### src/sv/adcma_pkg.sv
// ----------------------------------------------------------------------------
// adcma_pkg
// Shared constants for the converter moving-average block: field widths,
// default window length and the millivolt scaling constants.
// ----------------------------------------------------------------------------
`default_nettype none

package adcma_pkg;

  // Field widths
  localparam int SAMPLE_W = 12;
  localparam int MV_W     = 12;

  // Default window length (samples averaged once the ring has wrapped)
  localparam int WINDOW_DEF = 20;

  // Scaling: mv = mean * FULL_SCALE_MV / CODE_MAX
  localparam int FULL_SCALE_MV = 3300;
  localparam int CODE_MAX      = 4095;

  // mean (12 bits) times 3300 fits in 24 bits
  localparam int PROD_W = 2 * SAMPLE_W;

endpackage

`default_nettype wire

### src/sv/adc_moving_average_to_millivolts_top.sv
// ----------------------------------------------------------------------------
// adc_moving_average_to_millivolts_top
// Boxcar moving average over a ring of WINDOW samples, scaled to millivolts.
// After a sample is accepted, a bit-serial restoring divide by the sample
// count yields one quotient bit per cycle from the SUM_W-bit running sum; the
// mean is then scaled, estimated and corrected in the MUL, EST and FIX steps.
// A new sample is taken only once the sequencer is back in idle; a finished
// result waits in the output register while the next item is taken, and a
// result still held there stalls the last step until it is taken.
// Reset clears position, wrap flag, running sum and control; the ring is not
// cleared (an entry is only read after it has been written).
// ----------------------------------------------------------------------------
`default_nettype none

module adc_moving_average_to_millivolts_top #(
  parameter int WINDOW = adcma_pkg::WINDOW_DEF
) (
  input  wire logic                         clk,
  input  wire logic                         rst,
  input  wire logic                         sample_valid,
  output logic                              sample_ready,
  input  wire logic [adcma_pkg::SAMPLE_W-1:0] adc_sample,
  output logic                              result_valid,
  input  wire logic                         result_ready,
  output logic [adcma_pkg::MV_W-1:0]        average_millivolts
);

  localparam int SW    = adcma_pkg::SAMPLE_W;
  localparam int PW    = adcma_pkg::PROD_W;
  localparam int SUM_W = $clog2(adcma_pkg::CODE_MAX * WINDOW + 1);
  localparam int CNT_W = $clog2(WINDOW + 1);
  localparam int PTR_W = (WINDOW > 1) ? $clog2(WINDOW) : 1;
  localparam int STP_W = $clog2(SUM_W + 1);

  // Sequencer codes
  localparam logic [2:0] ST_IDLE = 3'd0;
  localparam logic [2:0] ST_DIV  = 3'd1;
  localparam logic [2:0] ST_MUL  = 3'd2;
  localparam logic [2:0] ST_EST  = 3'd3;
  localparam logic [2:0] ST_FIX  = 3'd4;

  logic [2:0]       state;
  logic [PTR_W-1:0] pos;
  logic             full;
  logic [SUM_W-1:0] sum;
  logic [SW-1:0]    ring [WINDOW];
  logic [SW-1:0]    old_sample;
  logic [CNT_W-1:0] divisor;
  logic [CNT_W-1:0] rem;
  logic [SUM_W-1:0] dvd;
  logic [STP_W-1:0] step;
  logic [PW-1:0]    prod;
  logic [SW-1:0]    q_est;

  logic             accept;
  logic [PTR_W:0]   pos_inc;
  logic             wrap;
  logic [SUM_W-1:0] sum_next;
  logic [CNT_W:0]   trial;
  logic             trial_ge;
  logic [PW:0]      est_sum;
  logic [PW:0]      fix_rem;
  logic             out_free;

  assign sample_ready = (state == ST_IDLE);
  assign accept       = sample_valid && sample_ready;
  assign out_free     = !result_valid || result_ready;

  // Position advance and wrap detect
  assign pos_inc = (PTR_W + 1)'(pos) + (PTR_W + 1)'(1);
  assign wrap    = (pos_inc == (PTR_W + 1)'(WINDOW));

  // Running sum upkeep: drop the overwritten entry once the ring is full
  always_comb begin
    sum_next = sum + SUM_W'(adc_sample);
    if (full) begin
      sum_next = sum_next - SUM_W'(old_sample);
    end
  end

  // Restoring divide step
  assign trial    = {rem, dvd[SUM_W-1]};
  assign trial_ge = (trial >= (CNT_W + 1)'(divisor));

  // Divide by 4095: estimate from shifts, then one correction
  assign est_sum = (PW + 1)'(prod) + (PW + 1)'(prod >> SW);
  assign fix_rem = (PW + 1)'(prod) + (PW + 1)'(q_est) - ((PW + 1)'(q_est) << SW);

  // Sample ring; the read port follows the write position
  always_ff @(posedge clk) begin
    if (accept) begin
      ring[pos] <= adc_sample;
    end
    old_sample <= ring[pos];
  end

  // Control and datapath
  always_ff @(posedge clk) begin
    if (rst) begin
      state        <= ST_IDLE;
      pos          <= '0;
      full         <= 1'b0;
      sum          <= '0;
      step         <= '0;
      result_valid <= 1'b0;
    end else begin
      // a new result loaded in the same cycle keeps valid high
      if (result_valid && result_ready && (state != ST_FIX)) begin
        result_valid <= 1'b0;
      end
      case (state)
        ST_IDLE: begin
          if (accept) begin
            sum     <= sum_next;
            dvd     <= sum_next;
            rem     <= '0;
            step    <= '0;
            pos     <= wrap ? '0 : pos_inc[PTR_W-1:0];
            full    <= full || wrap;
            divisor <= (full || wrap) ? CNT_W'(WINDOW) : CNT_W'(pos_inc);
            state   <= ST_DIV;
          end
        end
        ST_DIV: begin
          rem  <= trial_ge ? CNT_W'(trial - (CNT_W + 1)'(divisor)) : trial[CNT_W-1:0];
          dvd  <= {dvd[SUM_W-2:0], trial_ge};
          step <= step + STP_W'(1);
          if (step == STP_W'(SUM_W - 1)) begin
            state <= ST_MUL;
          end
        end
        ST_MUL: begin
          prod  <= PW'(dvd[SW-1:0]) * PW'(adcma_pkg::FULL_SCALE_MV);
          state <= ST_EST;
        end
        ST_EST: begin
          q_est <= est_sum[2*SW-1:SW];
          state <= ST_FIX;
        end
        ST_FIX: begin
          if (out_free) begin
            average_millivolts <= (fix_rem >= (PW + 1)'(adcma_pkg::CODE_MAX))
                                  ? q_est + SW'(1) : q_est;
            result_valid       <= 1'b1;
            state              <= ST_IDLE;
          end
        end
        default: begin
          state <= ST_IDLE;
        end
      endcase
    end
  end

endmodule

`default_nettype wire

### config.mk
export PLATFORM = sky130hd
export DESIGN_NAME = adc_moving_average_to_millivolts_top
export DESIGN_NICKNAME = d
export VERILOG_FILES = /design/src/sv/adcma_pkg.sv /design/src/sv/adc_moving_average_to_millivolts_top.sv
export SDC_FILE = /design/constraint.sdc
export NUM_CORES = 1
export LEC_CHECK = 0
export ABC_CLOCK_PERIOD_IN_PS = 11200
export BUFFER_PORTS_ARGS = -buffer_cell sky130_fd_sc_hd__buf_2
export CORE_MARGIN = 2
export CORE_UTILIZATION = 65
export DETAILED_ROUTE_END_ITERATION = 12
export GPL_TIMING_DRIVEN = 0
export HOLD_SLACK_MARGIN = 0.08
export MAX_ROUTING_LAYER = met4
export PLACE_DENSITY = 0.8
export SYNTH_ARGS = -nofsm -noshare
export SYNTH_HDL_FRONTEND = slang
export SYNTH_SLANG_ARGS = --single-unit
### constraint.sdc
create_clock -name clk -period 11.2 [get_ports clk]
set_clock_uncertainty 0.1 [all_clocks]
set_input_delay 1.12 -clock clk [delete_from_list [all_inputs] [get_ports clk]]
set_output_delay 1.12 -clock clk [all_outputs]
set_load 0.02 [all_outputs]
==> results of run 1 <==
## kinds of logic (layout without fill, tap and decap cells)
kind of cell,after synthesis,count (layout)
and+or+nand+nor,328,328
AOI/OAI and AO/OA,265,265
buffers and inverters,208,304
other,0,3
adders and majority gates,196,196
DFF,357,357
muxes,101,101
xor gates and xnor gates,88,88
## synthesized netlist by cell type (33+ instances only)
library cell,n,area share
dfxtp_1,44,0.045
mux4_2,60,0.069
a21oi_1,91,0.023
clkbuf_1,39,0.0075
edfxtp_1,313,0.48
ha_1,163,0.10
xnor2_1,62,0.028
nor2_1,105,0.020
inv_1,155,0.030
nand2_1,68,0.013
o21ai_0,50,0.013
fa_1,33,0.034
## cells in the final DEF (no fill, tap or decap), types with 50 or more instances in the layout
cell type	netlist	final
ha_1	163	163
o21ai_0	50	50
edfxtp_1	313	313
nand2_1	68	68
a21oi_1	91	90
nor2_1	105	105
xnor2_1	62	62
mux4_2	60	60
inv_1	155	155
## routing by layer
layer,routed length (um),track usage
met1,17780,0.3627
met2,22600,0.5068
met3,2917,0.04777
met4,1893,0.1264
met5,0,-
## flip-flops by register name, indices dropped and copies added (netlist names)
signal and cells:
ring 240, dvd 17, q_est 12, sum 17, step 5, divisor 5
result_valid 1, state 3, average_millivolts 12, old_sample 12, pos 5, full 1
rem 5, prod 22
## critical path, delay by kind of cell
kind	cells	cell delay, ps
fa+ha+maj	3	980
xor+xnor	2	410
buf+inv	2	410
compound gates	10	2300
simple gates	2	630
## report_power, final
group	switching, uW	internal [uW]	total, uW
clock network	508	695	1200
logic	1150	914	2060
registers	44.0	1600	1650
## area by class of cell
cell class                      count  area, um2  area share
Inverter                          155      581.8     0.02706
Buffer                             53      210.2    0.009775
Sequential cell                   357      10280      0.4781
Clock buffer                       43      969.7     0.04509
Multi-Input combinational cell    978       8573      0.3987
Timing Repair Buffer               31      177.7    0.008263
Tap cell                          390      488.0     0.02269
Antenna cell                        3      7.507   0.0003491
Clock inverter                     22      215.2     0.01001
## per-stage QoR
step	instance area, um2	instances	worst slack, ps
6_report	21500	2032	5508
5_1_grt	21500	2032	5174
4_1_cts	21500	2029	5607
3_5_place_dp	20310	1964	5056
3_3_place_gp	20260	1961	5177
2_1_floorplan	19630	1543	6117
## worst min-delay path by stage
stage | startpoint | to | slack [ps] | cells after the start
final | sum[2] | sum[2] | 380 | 2
after global routing | sum[2] | sum[2] | 410 | 2
after CTS | sum[2] | sum[2] | 380 | 2
after detailed placement | sum[2] | sum[2] | 370 | 2
after global placement | sum[2] | sum[2] | 350 | 2
after floorplan | step[4] | step[4] | 340 | 1
==> implementation parameters, run 1 <==
Parameter                              Value

Clocking
  Gates resized, CTS repair    0
  Clk slew on worst S/H paths    around 60 ps
  Clk_lat worst skew    540 ps
  Post-CTS setup buffer count    0
  Count of clock tree sinks    between 300 and 400
  Number of CTS-inserted buffers    37
  CTS tree    built
  Total number of H-tree levels    2
  Count of hold-fix buffers inserted at cts    0
  Buffers from clock root to sink, at most    3
  Clock tree root driver cell    clkbuf_16

Synth
  Synth warnings    0
  Post-Syn Area per Cell    roughly 13 um2
  Share of flip-flops with an asynchronous set or reset after synthesis    0
  Fraction of the yosys area taken by sequential cells    0.5236
  Number of enable-type register cells in the synthesized netlist    about 310
  Share of the synthesized area in compound gates (AO/OA/AOI/OAI)    0.08693
  Combined area of all synthesized cells    just under 20000 um2
  Post-synthesis register bit count    around 360
  Most frequently used flop master after synthesis    edfxtp_1
  Post-synthesis xor/xnor area fraction    0.03926
  Main combinational cell family by area after synthesis    adder cells
  Simple-gate share of the synthesized area    0.08126
  Distinct cells, synth    72
  Fraction of the mapped netlist area in adder cells    0.1375
  Net count after synthesis    ~1800
  Post-synthesis instance total    approximately 1500
  Portion of netlist area occupied by mux cells    0.09101

Cells and area
  Proportion of layout cells with a drive suffix above 1    0.1135
  Area overhead of the layout relative to synthesis    9.535%
  Post-layout util    0.7236
  Fillers    around 1900
  Fin nets    around 1800

Pwr
  Static power due to leakage    a little over 0.008 uW
  Pwr dens    between 200 and 250 nW/um2
  Total Power    about 4900 uW
  Max rail drop VDD    0.2304 mV

Floorplan
  Die area    31610 um2
  Number of top-level pins    30
  Core outline area    29720 um2
  Row count    63
  Initial cell density of the core    0.6606
  Floorplan die height    177.8 um
  Floorplan die width    around 180 um

Run
  Number of max-cap violations    0

Critical path
  Largest fanout on the critical path    21
  Data arrival at the endpoint of the critical path    between 5000 and 6000 ps
  Largest stage delay, worst path    510 ps
  Setup Crit Path Kind    input pin to flip-flop
  Required @ worst endpoint    approximately 11000 ps
  FF-to-FF setup slack    roughly 5600 ps
  FF-to-FF path depth    17
  Last element of the critical path    dvd[14]
  Source of the critical timing path    adc_sample[0]
  Crit path cell chain    buf_2 > ha_1 > inv_1 > fa_1 > nor2b_1 > o21ai_0 > a21boi_0 > o31ai_1 > a21boi_0 > xor2_1 > ha_1 > a21o_1 > a21o_1 > a2111oi_2 > o311ai_0 > or4_1 > o211ai_1 > xnor2_1 > a21oi_1
  Slowest stage cell on the critical path    or4_1
  Critical R2R Launch    dvd[0]
  Critical R2R Capture    prod[20]
  Critical path endpoint category    flip-flop
  Nature of the critical path startpoint    input pin

STA
  Transition time at the pin with the least slew margin    between 1000 and 1500 ps
  Final critical path time including I/O delays and setup    5692 ps
  Setup repair after global routing missed its margin    no
  Hold Fails Final Rpt    0
  Tcrit/Tclk final    0.5082
  Achievable clock frequency    between 150 and 200 MHz
  Hold_ws    approximately 380 ps
  Setup TNS Final    0 ps
  Setup violations, final    0
  Max-slew headroom    0.2390
  Number of pins exceeding their max-slew limit in the final report    0

Route
  Vias per std cell    ~6.2
  Pre-antenna DRT Iters    5
  Post-Route WL    45190 um
  Final routed wire length divided by cell count    22.24 um
  Remaining antenna violation count after routing    0
  Via count    12660
  Final routed DRC violation total    0
  DRT iter0 DRCs    roughly 990

GRT
  All-Layer GR Usage    0.3009
  Number of global-route vias before repair    approximately 13000
  Antenna violations before repair    4
  Pin count of the biggest net entering global routing    23
  First-pass GRT wire length    69520 um
  Total global routing overflow    0

Place
  Hpwl dp    31640 um
  Final RePlAce weighted congestion    0.9668
  IO buf count    28

Status
  Outcome    finished, final reports clean

Hold path
  Worst hold path type    flip-flop to flip-flop
No activity file was read; power rests on OpenSTA's default activity.
==> run 2: changes to the inputs <==
--- a/config.mk
+++ b/config.mk
@@ -5,15 +5,15 @@
 export SDC_FILE = /design/constraint.sdc
 export NUM_CORES = 1
 export LEC_CHECK = 0
-export ABC_CLOCK_PERIOD_IN_PS = 11200
+export ABC_CLOCK_PERIOD_IN_PS = 5800
 export BUFFER_PORTS_ARGS = -buffer_cell sky130_fd_sc_hd__buf_2
 export CORE_MARGIN = 2
-export CORE_UTILIZATION = 65
+export CORE_UTILIZATION = 64
 export DETAILED_ROUTE_END_ITERATION = 12
 export GPL_TIMING_DRIVEN = 0
 export HOLD_SLACK_MARGIN = 0.08
 export MAX_ROUTING_LAYER = met4
-export PLACE_DENSITY = 0.8
+export PLACE_DENSITY = 0.79
 export SYNTH_ARGS = -nofsm -noshare
 export SYNTH_HDL_FRONTEND = slang
 export SYNTH_SLANG_ARGS = --single-unit
==> constraint.sdc (replaced) <==
create_clock -name clk -period 5.8 [get_ports clk]
set_clock_uncertainty 0.1 [all_clocks]
set_input_delay 0.58 -clock clk [delete_from_list [all_inputs] [get_ports clk]]
set_output_delay 0.58 -clock clk [all_outputs]
set_load 0.02 [all_outputs]
==> run 2 against run 1 <==
  * Total power up 92%
  * Largest power group unchanged
  * Sequential cell count unchanged
  * Sequential share of layout area is 0.075 points higher
  * Wire length fell by 4.1%
  * Combinational power up 92%
  * Via count down 0.69%
  * Global-route usage is 1.4 points lower
  * Worst setup slack got worse by 5100 ps
  * First-iteration DRC count increased by 7.7%
==> implementation parameters, run 2 (synthesis gave the netlist of run 1 again) <==
Parameter                              Value

Clocking
  Clk_lat worst skew    540 ps (about the same)
  Clk slew on worst S/H paths    60 ps (about the same)
  CTS tree    built
  Clock tree root driver cell    clkbuf_16
  Buffers from clock root to sink, at most    3 (unchanged)
  Count of clock tree sinks    357 (unchanged)
  Post-CTS setup buffer count    0 (unchanged)
  Total number of H-tree levels    2 (unchanged)
  Number of CTS-inserted buffers    38 (+2.7%)

STA
  Setup repair after global routing missed its margin    no
  Tcrit/Tclk final    0.9355
  Setup violations, final    0 (unchanged)
  Setup TNS Final    0 ps (unchanged)
  Final critical path time including I/O delays and setup    5426 ps
  Number of pins exceeding their max-slew limit in the final report    0 (unchanged)
  Achievable clock frequency    about 180 MHz
  Max-slew headroom    0.2736 (+0.03462)
  Hold_ws    327.2 ps (-50.19 ps)
  Hold Fails Final Rpt    0 (unchanged)
  Transition time at the pin with the least slew margin    1086 ps (-51.74 ps)

Place
  IO buf count    28 (unchanged)
  Hpwl dp    30440 um (-3.8%)
  Final RePlAce weighted congestion    0.8779 (-9.2%)

Critical path
  Critical R2R Capture    prod[22]
  Critical R2R Launch    dvd[0]
  Setup Crit Path Kind    flip-flop to flip-flop
  Required @ worst endpoint    5980 ps (-5390 ps)
  Critical path endpoint category    flip-flop
  Largest fanout on the critical path    6 (-71%)
  FF-to-FF setup slack    370 ps (-5260 ps)
  Data arrival at the endpoint of the critical path    5610 ps (-250 ps)
  Nature of the critical path startpoint    flip-flop
  FF-to-FF path depth    17 (unchanged)

GRT
  Antenna violations before repair    0 (-4)
  Number of global-route vias before repair    12340 (-3.3%)
  Total global routing overflow    0 (unchanged)
  Pin count of the biggest net entering global routing    23 (unchanged)
  All-Layer GR Usage    0.2872 (-0.01367)
  First-pass GRT wire length    67360 um (-3.1%)

Route
  Post-Route WL    43340 um (-4.1%)
  Final routed wire length divided by cell count    21.30 um (-4.3%)
  DRT iter0 DRCs    1068 (+7.7%)
  Vias per std cell    6.178 (-0.83%)
  Via count    12570 (-0.69%)
  Remaining antenna violation count after routing    0 (unchanged)
  Final routed DRC violation total    0 (unchanged)
  Pre-antenna DRT Iters    7 (+2)

Floorplan
  Floorplan die width    179.1 um (+0.76%)
  Initial cell density of the core    0.6451 (-0.01546)
  Row count    64 (+1.6%)
  Die area    32090 um2 (+1.5%)
  Floorplan die height    179.1 um (+0.76%)
  Core outline area    30430 um2 (+2.4%)
  Number of top-level pins    30 (unchanged)

Hold path
  Startpoint of the tightest hold check path    result_ready
  Worst hold path type    input pin to flip-flop
  Worst min-delay path endpoint    state[2]
  Cell depth of the worst hold path    4 (+2)

Cells and area
  Top reg by flops    ring
  Most common cell after layout, fill and taps aside    edfxtp_1
  Antenna diode count    0 (-3)
  Area overhead of the layout relative to synthesis    9.362%
  Fin nets    1825 (unchanged)
  Proportion of layout cells with a drive suffix above 1    0.1098 (-0.003661)
  Max FFs per register    240 (unchanged)
  Commonest cells after routing, fill and taps aside    edfxtp_1, ha_1, inv_1
  Registers with the most flip-flops    ring: 240 flops, prod: 22 flops
  Fillers    2064 (+9.6%)

Pwr
  Static power due to leakage    0.008292 uW (-0.25%)
  Pwr dens    439.5 nW/um2 (+92%)
  Max rail drop VDD    0.5496 mV (+140%)

Status
  Outcome    finished, final reports clean

Run
  Number of max-cap violations    0 (unchanged)
## run 2: changes by cell type in the layout (fill, tap and decap cells not counted), sizes merged
cell      previous run  this run
clkbuf              82        89
bufinv               3         2
clkinv              16        12
diode                3         0
buf                 45        44
clkinvlp             1         0
## run 2: where the power goes
group	internal (uW)	leakage, uW	switching, uW	total, uW
clock	1320	0.000565	972	2290
sequential	3100	0.00319	89.8	3190
combinational	1760	0.00453	2200	3960
total	6180	0.00829	3260	9440
## run 2: final cells by class
cell class | count | area (um2) | area share
repair buffers | 30 | 166.4 | 0.007751
clock buffers | 50 | 1006 | 0.04686
inverters | 155 | 581.8 | 0.02710
flip-flops and latches | 357 | 10280 | 0.4788
clock inverters | 16 | 155.1 | 0.007227
plain buffers | 53 | 210.2 | 0.009791
well taps | 396 | 495.5 | 0.02308
multi-input cells | 978 | 8574 | 0.3994
## run 2: how the worst max path moves through the flow
stage	startpoint	cells after the start	slack [ps]	endpoint
after CTS	dvd[0]	17	220	prod[22]
after detailed placement	adc_sample[0]	19	90	dvd[14]
after global routing	dvd[0]	17	60	prod[20]
after floorplan	dvd[0]	17	780	prod[22]
final	dvd[0]	17	370	prod[22]
after global placement	adc_sample[0]	19	240	dvd[14]
## run 2: stage by stage
step | instance area [um2] | utilization | total power [uW] | worst slack (ps) | std cells
2_1_floorplan | 19630 | - | 6316 | 776.5 | 1543
3_3_place_gp | 20270 | 0.6660 | 7031 | 244.2 | 1967
3_5_place_dp | 20300 | 0.6672 | 7153 | 94.59 | 1969
4_1_cts | 21460 | 0.7053 | 9458 | 221.8 | 2035
5_1_grt | 21470 | 0.7056 | 10120 | 55.63 | 2035
6_report | 21470 | 0.7056 | 9435 | 373.8 | 2035
## run 2: repair_timing
action	4_1_cts	5_1_grt
hold buffers	0	0
setup endpoints to repair	0	2
resized for setup	0	1
## run 2: metal layers
layer	GRT usage	vias up	routed length (um)
met3	0.03223	94	2671
met4	0.08938	0	1350
met1	0.3861	6189	18430
met5	-	-	0
met2	0.4657	450	20880
li1	-	5839	-
## run 2: worst max-delay path, cell delays in order (launching register included)
cell	delay, ps
edfxtp_1	500
ha_1	400
ha_1	310
inv_1	50
fa_1	540
inv_1	60
fa_1	530
inv_1	60
fa_1	490
inv_1	40
ha_1	330
a21oi_1	220
o21bai_1	110
a211o_1	330
a2111oi_1	640
o31ai_1	170
a21oi_1	210
xnor2_1	90
